--- src/sv/tvs_pkg.sv ---
// Package for the three-voice synthesizer core: command codes, envelope
// phase codes, rate tables and widths. No dependencies.
package tvs_pkg;

    localparam int MaxVoices = 3;
    localparam int RegCount  = 32;
    localparam int AccW      = 24;
    localparam int LfsrW     = 23;
    localparam int CountW    = 21;
    localparam int WaveW     = 12;

    typedef enum logic [1:0] {
        CMD_TICK  = 2'd0,
        CMD_WRITE = 2'd1,
        CMD_READ  = 2'd2,
        CMD_NONE  = 2'd3
    } t_cmd;

    typedef enum logic [2:0] {
        PH_IDLE    = 3'd0,
        PH_ATTACK  = 3'd1,
        PH_DECAY   = 3'd2,
        PH_SUSTAIN = 3'd3,
        PH_RELEASE = 3'd4
    } t_phase;

    localparam logic [4:0] ADDR_PAD_X = 5'h19;
    localparam logic [4:0] ADDR_PAD_Y = 5'h1A;
    localparam logic [4:0] ADDR_OSC   = 5'h1B;
    localparam logic [4:0] ADDR_ENV   = 5'h1C;

    localparam logic [LfsrW-1:0] LfsrSeed = 23'h7FFFF8;

    // Per-voice state handed between voice slices.
    typedef struct packed {
        logic [AccW-1:0]   acc;
        logic [LfsrW-1:0]  lfsr;
        logic [2:0]        phase;
        logic [7:0]        level;
        logic [CountW-1:0] count;
        logic [WaveW-1:0]  wave;
    } t_voice;

    // Attack thresholds already multiplied by three.
    function automatic logic [15:0] attack_thr(input logic [3:0] idx);
        logic [15:0] r;
        begin
            case (idx)
                4'd0:  r = 16'd6;
                4'd1:  r = 16'd24;
                4'd2:  r = 16'd48;
                4'd3:  r = 16'd72;
                4'd4:  r = 16'd114;
                4'd5:  r = 16'd168;
                4'd6:  r = 16'd204;
                4'd7:  r = 16'd240;
                4'd8:  r = 16'd300;
                4'd9:  r = 16'd750;
                4'd10: r = 16'd1500;
                4'd11: r = 16'd2400;
                4'd12: r = 16'd3000;
                4'd13: r = 16'd9000;
                4'd14: r = 16'd15000;
                default: r = 16'd24000;
            endcase
            return r;
        end
    endfunction

    // Decay and release thresholds already multiplied by three.
    function automatic logic [16:0] decrel_thr(input logic [3:0] idx);
        logic [16:0] r;
        begin
            case (idx)
                4'd0:  r = 17'd18;
                4'd1:  r = 17'd72;
                4'd2:  r = 17'd144;
                4'd3:  r = 17'd216;
                4'd4:  r = 17'd342;
                4'd5:  r = 17'd504;
                4'd6:  r = 17'd612;
                4'd7:  r = 17'd720;
                4'd8:  r = 17'd900;
                4'd9:  r = 17'd2250;
                4'd10: r = 17'd4500;
                4'd11: r = 17'd7200;
                4'd12: r = 17'd9000;
                4'd13: r = 17'd27000;
                4'd14: r = 17'd45000;
                default: r = 17'd72000;
            endcase
            return r;
        end
    endfunction

endpackage

--- src/sv/three_voice_synth_core.sv ---
// Top level of the three-voice synthesizer core: register file, voice
// state, read decode and output register. Depends on tvs_pkg, tvs_voice.
//
//  channel | dir | tdata fields (low bit up)                         | tuser
//  s_axis  | in  | cmd[1:0] reg_addr[6:2] write_data[14:7], pad to 16 | none
//  m_axis  | out | read_data, wave_a, level_a, wave_b, level_b,
//          |     | wave_c, level_c (68 bits, padded to 72)           | none
//
// Each transfer's result sits in the output register on the next edge, so one
// item enters every cycle while the output is not stalled. All voices
// update together in one pass of combinational logic through the voice slices.
// A stall on the output holds the result and drops s_axis_tready only while
// the output register is full and not being taken. Reset (i_rst_n low,
// synchronous) clears the register file and all voice state at once, seeding the LFSRs.
module three_voice_synth_core #(
    parameter int VOICES = tvs_pkg::MaxVoices
) (
    input  logic        i_clk,
    input  logic        i_rst_n,
    input  logic        s_axis_tvalid,
    output logic        s_axis_tready,
    input  logic [15:0] s_axis_tdata,   // cmd, reg_addr, write_data
    output logic        m_axis_tvalid,
    input  logic        m_axis_tready,
    output logic [71:0] m_axis_tdata    // read_data, wave/level a, b, c
);
    import tvs_pkg::*;

    localparam int Last = VOICES - 1;

    logic [7:0]  r_regs [RegCount];
    t_voice      r_voice [VOICES];
    t_voice      n_voice [VOICES];
    logic [7:0]  r_osc_rb, r_env_rb;
    logic        r_valid;
    logic [71:0] r_data;

    logic [1:0]  in_cmd;
    logic [4:0]  in_addr;
    logic [7:0]  in_wdata;
    logic        take;
    logic [7:0]  rd;
    logic [AccW-1:0] nb_acc [VOICES];

    assign in_cmd   = s_axis_tdata[1:0];
    assign in_addr  = s_axis_tdata[6:2];
    assign in_wdata = s_axis_tdata[14:7];
    assign s_axis_tready = !r_valid || m_axis_tready;
    assign take = s_axis_tvalid && s_axis_tready;

    // Ring neighbor: voice 0 sees the last voice before update, the others
    // see the just-updated previous voice. A single voice is its own ring
    // source and uses its updated accumulator for ring modulation.
    genvar gv;
    generate
        for (gv = 0; gv < VOICES; gv++) begin : g_voice
            localparam int Nb = (gv + VOICES - 1) % VOICES;
            localparam int Base = gv * 7;
            if (gv == 0) begin : g_first
                assign nb_acc[gv] = r_voice[Nb].acc;
            end else begin : g_rest
                assign nb_acc[gv] = n_voice[Nb].acc;
            end
            tvs_voice #(
                .SelfRing (VOICES == 1)
            ) u_voice (
                .i_freq_lo    (r_regs[Base]),
                .i_freq_hi    (r_regs[Base + 1]),
                .i_pw_lo      (r_regs[Base + 2]),
                .i_pw_hi      (r_regs[Base + 3]),
                .i_ctrl       (r_regs[Base + 4]),
                .i_ad         (r_regs[Base + 5]),
                .i_sr         (r_regs[Base + 6]),
                .i_nb_freq_lo (r_regs[Nb * 7]),
                .i_nb_freq_hi (r_regs[Nb * 7 + 1]),
                .i_nb_acc     (nb_acc[gv]),
                .i_cur        (r_voice[gv]),
                .o_next       (n_voice[gv])
            );
        end
    endgenerate

    always_comb begin
        rd = 8'd0;
        if (in_cmd == CMD_READ) begin
            if (in_addr == ADDR_PAD_X || in_addr == ADDR_PAD_Y) rd = 8'hFF;
            else if (in_addr == ADDR_OSC) rd = r_osc_rb;
            else if (in_addr == ADDR_ENV) rd = r_env_rb;
            else rd = r_regs[in_addr];
        end
    end

    // Result word reflects voice state after this item.
    logic [71:0] n_data;
    always_comb begin
        n_data = '0;
        n_data[7:0] = rd;
        for (int v = 0; v < VOICES; v++) begin
            n_data[8 + 20*v +: 12] = (in_cmd == CMD_TICK) ? n_voice[v].wave
                                                          : r_voice[v].wave;
            n_data[20 + 20*v +: 8] = (in_cmd == CMD_TICK) ? n_voice[v].level
                                                          : r_voice[v].level;
        end
    end

    always_ff @(posedge i_clk) begin
        if (!i_rst_n) begin
            r_valid  <= 1'b0;
            r_osc_rb <= '0;
            r_env_rb <= '0;
            for (int i = 0; i < RegCount; i++) r_regs[i] <= '0;
            for (int v = 0; v < VOICES; v++) begin
                r_voice[v] <= '{acc: '0, lfsr: LfsrSeed, phase: PH_IDLE,
                                level: '0, count: '0, wave: '0};
            end
        end else begin
            if (take) begin
                r_valid <= 1'b1;
                r_data  <= n_data;
                if (in_cmd == CMD_TICK) begin
                    for (int v = 0; v < VOICES; v++) r_voice[v] <= n_voice[v];
                    r_osc_rb <= n_voice[Last].wave[11:4];
                    r_env_rb <= n_voice[Last].level;
                end else if (in_cmd == CMD_WRITE) begin
                    r_regs[in_addr] <= in_wdata;
                end
            end else if (m_axis_tready) begin
                r_valid <= 1'b0;
            end
        end
    end

    assign m_axis_tvalid = r_valid;
    assign m_axis_tdata  = r_data;

endmodule

--- src/sv/tvs_voice.sv ---
// One voice slice: oscillator, waveform combiner and envelope step.
// Depends on tvs_pkg.
module tvs_voice #(
    // Set when the voice is its own ring neighbor, so the ring source is its
    // freshly updated accumulator.
    parameter bit SelfRing = 1'b0
) (
    input  logic [7:0]       i_freq_lo,
    input  logic [7:0]       i_freq_hi,
    input  logic [7:0]       i_pw_lo,
    input  logic [7:0]       i_pw_hi,
    input  logic [7:0]       i_ctrl,
    input  logic [7:0]       i_ad,
    input  logic [7:0]       i_sr,
    input  logic [7:0]       i_nb_freq_lo,
    input  logic [7:0]       i_nb_freq_hi,
    input  logic [23:0]      i_nb_acc,
    input  tvs_pkg::t_voice  i_cur,
    output tvs_pkg::t_voice  o_next
);
    import tvs_pkg::*;

    logic [AccW-1:0]  acc_sum, acc_new, tri_t;
    logic [15:0]      freq, nfreq;
    logic [11:0]      pw, out_w;
    logic             any_w;
    logic             ring_msb;
    logic [LfsrW-1:0] lfsr_new;
    logic [2:0]       ph;
    logic [7:0]       lvl, sus;
    logic [CountW-1:0] cnt;
    logic [3:0]       div_sh;
    logic [21:0]      target;
    logic             gate;

    always_comb begin
        freq  = {i_freq_hi, i_freq_lo};
        nfreq = {i_nb_freq_hi, i_nb_freq_lo};
        pw    = {i_pw_hi[3:0], i_pw_lo};
        o_next = i_cur;

        // Oscillator.
        acc_sum = i_cur.acc + {8'd0, freq};
        acc_new = (i_ctrl[1] && (i_nb_acc < {8'd0, nfreq})) ? '0 : acc_sum;
        lfsr_new = i_cur.lfsr;
        if (i_ctrl[7] && (acc_new[19] != i_cur.acc[19])) begin
            lfsr_new = {i_cur.lfsr[21:0], i_cur.lfsr[22] ^ i_cur.lfsr[17]};
        end
        out_w = 12'hFFF;
        any_w = 1'b0;
        ring_msb = SelfRing ? acc_new[23] : i_nb_acc[23];
        tri_t = acc_new ^ {(i_ctrl[2] & ring_msb), 23'd0};
        if (tri_t[23]) tri_t = ~tri_t;
        if (i_ctrl[4]) begin
            out_w = out_w & tri_t[22:11];
            any_w = 1'b1;
        end
        if (i_ctrl[5]) begin
            out_w = out_w & acc_new[23:12];
            any_w = 1'b1;
        end
        if (i_ctrl[6]) begin
            out_w = out_w & ((acc_new[23:12] >= pw) ? 12'hFFF : 12'h000);
            any_w = 1'b1;
        end
        if (i_ctrl[7]) begin
            out_w = out_w & lfsr_new[22:11];
            any_w = 1'b1;
        end
        if (i_ctrl[3]) begin
            o_next.acc  = '0;
            o_next.lfsr = LfsrSeed;
            o_next.wave = '0;
        end else begin
            o_next.acc  = acc_new;
            o_next.lfsr = lfsr_new;
            o_next.wave = any_w ? out_w : '0;
        end

        // Envelope.
        gate = i_ctrl[0];
        sus  = {i_sr[7:4], i_sr[7:4]};
        lvl  = i_cur.level;
        ph   = (i_cur.phase > PH_RELEASE) ? PH_IDLE : i_cur.phase;
        if (gate) begin
            if (ph == PH_IDLE || ph == PH_RELEASE) ph = PH_ATTACK;
        end else if (ph != PH_IDLE && ph != PH_RELEASE) begin
            ph = PH_RELEASE;
        end
        o_next.phase = ph;
        cnt = i_cur.count + 1'b1;
        div_sh = 4'd0;
        if (ph == PH_DECAY || ph == PH_RELEASE) begin
            if (lvl < 8'd26)       div_sh = 4'd4;
            else if (lvl < 8'd54)  div_sh = 4'd3;
            else if (lvl < 8'd93)  div_sh = 4'd2;
            else if (lvl < 8'd150) div_sh = 4'd1;
        end
        if (ph == PH_ATTACK)       target = {6'd0, attack_thr(i_ad[7:4])};
        else if (ph == PH_RELEASE) target = {5'd0, decrel_thr(i_sr[3:0])} << div_sh;
        else                       target = {5'd0, decrel_thr(i_ad[3:0])} << div_sh;
        if (ph != PH_IDLE) begin
            o_next.count = cnt;
            if ({1'b0, cnt} >= target) begin
                o_next.count = '0;
                case (ph)
                    PH_ATTACK: begin
                        if (lvl != 8'hFF) lvl = lvl + 8'd1;
                        else ph = PH_DECAY;
                    end
                    PH_DECAY: begin
                        if (lvl > sus) lvl = lvl - 8'd1;
                        else ph = PH_SUSTAIN;
                    end
                    PH_SUSTAIN: begin
                        if (lvl > sus) lvl = lvl - 8'd1;
                    end
                    default: begin
                        if (lvl != 8'd0) lvl = lvl - 8'd1;
                        else ph = PH_IDLE;
                    end
                endcase
                o_next.phase = ph;
                o_next.level = lvl;
            end
        end
    end

endmodule

--- config.mk ---
export PLATFORM = sky130hd
export DESIGN_NAME = three_voice_synth_core
export DESIGN_NICKNAME = d
export VERILOG_FILES = /design/src/sv/tvs_pkg.sv /design/src/sv/three_voice_synth_core.sv /design/src/sv/tvs_voice.sv
export SDC_FILE = /design/constraint.sdc
export NUM_CORES = 2
export LEC_CHECK = 0
export BUFFER_PORTS_ARGS = -buffer_cell sky130_fd_sc_hd__buf_2
export CORE_MARGIN = 4
export CORE_UTILIZATION = 40
export CTS_CLUSTER_SIZE = 28
export DETAILED_ROUTE_END_ITERATION = 10
export MAX_ROUTING_LAYER = met4
export PLACE_DENSITY_LB_ADDON = 0.12
export RECOVER_POWER = 100
export SKIP_LAST_GASP = 1
export SLEW_MARGIN = 20
export SYNTH_ARGS = -nofsm -noshare
export SYNTH_HDL_FRONTEND = slang
export SYNTH_SLANG_ARGS = --single-unit
--- constraint.sdc ---
create_clock -name i_clk -period 15.28 [get_ports i_clk]
set_input_delay 3.056 -clock i_clk [delete_from_list [all_inputs] [get_ports i_clk]]
set_output_delay 3.056 -clock i_clk [all_outputs]
set_load 0.02 [all_outputs]
==> reports/summary.txt <==
status = finished with violations
failing checks = max-capacitance violations, max-slew violations
Synth Flop Type = edfxtp_1
fin util = 44.2%
max-slew violation count = 533
arrival time worst endpoint = 13.14 ns
vias in the first global route = 31314
#FFs+latches synth = 611
Seq/Total Area, Yosys = 42.7%
Final ANT Viol Nets = 0
I/O pins = 94
worst min-delay path class = reg -> reg
endpoints failing hold = 0
Max Fanout on Critical Path = 29
CTS tree = yes
Clock Skew = 0.0294 ns
Root Buffer = clkbuf_16
Reg clk slew, reported paths = 0.06 ns
die area = 112000 sq um
Critical Path RT = 15.68 ns
port bufs = 88
area leader, netlist = edfxtp_1
initial antenna violation count = 10
Switching Share = 27.6%
Psw = 1.25 mW
minimum clock period = 12.74 ns
post-synthesis cell area = 42600 sq um
Buf/Inv on CP = 2
grt total ovfl = 0
Mapped Cells = 4350
CP top delay family = compound AO/OA/AOI/OAI gates
# H-tree levels = 3
Vias/cell = 5.74
core area = 105000 sq um
DRC = 0
slew margin rel. = -283%
Setup TNS = 0 ns
fin crit share = 83.4%
Worst-Margin Slew = 5.71 ns
Yosys Warn Count = 0
CP most frequent cell = ha_1
top cell type's share of synthesized area = 41.9%
post-CTS sizing = 0
worst skew pair latency = 0.65 ns
power per cell area = 97.1 nW/um^2
DR WL/cell = 22.1 um
Setup Viol. Count Final = 0
post-synthesis to final-layout area growth = 9.34%
register area = 18200 sq um
sequential share of power = 43.7%
RSZ-0062 raised after global routing = false
share of post-route cells with drive strength above 1 = 6.95%
Internal Dissipation = 3.27 mW
synth unique cells = 98
final wirelength = 127 mm
post-CTS setup buffer count = 0
CP peak stage delay = 1.01 ns
Clk pwr share = 41.9%
filler instances = 10099
Initial Util = 40.4%
Routability Congestion = 0.896
Max Cap Viol = 13
global-route wire length before repair = 195 mm
fin nets = 4598
hold buffers post-CTS = 0
Die Span Y = 334 um
std cell rows = 119
fmax = 78.5 MHz
top cells by area, synth = edfxtp_1 (42%), ha_1 (7.7%), and2_1 (4.4%), nand2_1 (3.5%), mux4_2 (3.4%)
Syn Area/Cell = 9.79 sq um
Clock Path Buffers = 3
Multi-input gate area = 22700 sq um
post-DP HPWL = 90.9 mm
largest net degree at the start of global routing = 116
drt pass-1 iters = 6
CTS Buf Count = 75
EDFF count, synth = 594
CTS sink count = 611
Crit-path slowest cell = o31ai_1
startpoint types = register
CP endpoint kind = register
chip width = 334 um
Comb pwr share = 14.4%
ys async rst share = 0%
routed vias = 33141
VDD IR max = 68.7 uV
crit path kind = reg -> reg
gr usage total = 23.0%
leakage power = 17.6 nW
initial DRC count = 3240
==> cells by family after synthesis <==
kind of cell | share of synthesized area, %
buffers and inverters | 4.16
other | 0.00881
AOI/OAI and AO/OA | 15.3
xor gates and xnor gates | 3.70
muxes | 6.84
adders and majority gates | 7.92
DFF | 42.7
and+or+nand+nor | 19.4
==> synth_stat cells (75+ instances only) <==
library cell	instances
edfxtp_1	594
nand2_1	400
nor2_1	369
and2_1	297
ha_1	263
o21ai_0	258
inv_1	210
clkbuf_1	203
a21oi_1	198
and3_1	127
nand3_1	126
xnor2_1	109
mux2i_1	106
nor2b_1	82
nor3_1	75
==> power by group through the flow <==
stage / Clock [mW] / Sequential [mW] / Combinational (mW)
floorplan: 0 / 1.98 / 0.472
global placement: 0 / 2.00 / 0.646
detailed placement: 0 / 2.00 / 0.650
CTS: 1.94 / 1.97 / 0.654
global route: 2.01 / 1.98 / 0.722
finish: 1.90 / 1.97 / 0.650
==> registers in the layout (all words and copies together) (netlist names) <==
signal	cells
r_regs	253
r_osc_rb	8
r_env_rb	8
m_axis_tdata	68
r_voice	273
m_axis_tvalid	1
==> worst reg2reg max path, delay by kind of cell (launching register included) <==
kind	cells	cell delay, ns
AOI/OAI and AO/OA	17	6.16
adders and majority gates	4	1.15
buffers and inverters	2	0.99
DFF	1	0.46
muxes	1	0.11
and+or+nand+nor	12	3.62
==> area by class of cell <==
type                    count  share of cell area (%)
inverters                 210                    1.70
multi-input cells        3286                    48.7
clock inverters            36                    1.13
clock buffers             100                    4.43
flip-flops and latches    611                    39.1
diodes                      7                  0.0376
well taps                1391                    3.74
repair buffers            128                    1.22
==> cells in the final DEF, fill, tap and decap left out, types with 14 or more instances in the layout <==
cell,n
buf_4,18
o31ai_1,22
o22ai_1,21
a21oi_1,198
nor3_1,75
o211ai_1,49
dfxtp_1,17
mux4_2,65
o21ai_0,259
and3_1,127
xor2_1,66
o21a_1,33
a211oi_1,35
edfxtp_1,594
a21o_1,70
ha_1,263
clkbuf_16,77
a221o_1,14
inv_1,208
and2_1,133
clkbuf_1,112
a22oi_1,25
a31oi_1,36
or2_2,20
nor2_1,367
nand4_1,28
mux2i_1,106
nor4_1,17
nand2_1,399
nor3b_1,17
nor2b_1,81
buf_2,15
mux2_2,30
and2_0,165
o221ai_1,27
nand3_1,126
xnor2_1,109
nand2b_1,50
==> per-layer routing <==
metal / up-vias / routed length (um) / GRT usage, %
li1: 15898 / - / -
met1: 16082 / 60400 / 33.2
met3: 188 / 7680 / 2.81
met4: 0 / 3280 / 6.01
met5: - / 0 / -
met2: 973 / 56200 / 34.6
==> per-stage QoR <==
step           std cells  hold WS, ns  area [sq um]  power, mW  worst slack (ns)
4_1_cts             5762        0.454         46700       4.56              4.14
6_report            5769        0.453         46500       4.52              2.54
5_1_grt             5765        0.481         46500       4.72              1.78
3_3_place_gp        5626        0.437         44100       2.65              4.11
2_1_floorplan       4353        0.420         42600       2.45              6.20
3_5_place_dp        5626        0.438         44100       2.65              4.18
==> worst paths after layout <==
check	start	end	slack, ns	cells past startpoint
worst max-delay path	r_regs[15][2]$_SDFFCE_PN0P_	r_voice[0][185]$_SDFFCE_PN0P_	2.54	36
worst min-delay path	r_env_rb[7]$_SDFFE_PN0P_	r_env_rb[7]$_SDFFE_PN0P_	0.45	1
worst max register to register	r_regs[15][2]$_SDFFCE_PN0P_	r_voice[0][185]$_SDFFCE_PN0P_	2.54	36
worst min register to register	r_env_rb[7]$_SDFFE_PN0P_	r_env_rb[7]$_SDFFE_PN0P_	0.45	1
Power figures use the tool's default switching activity.
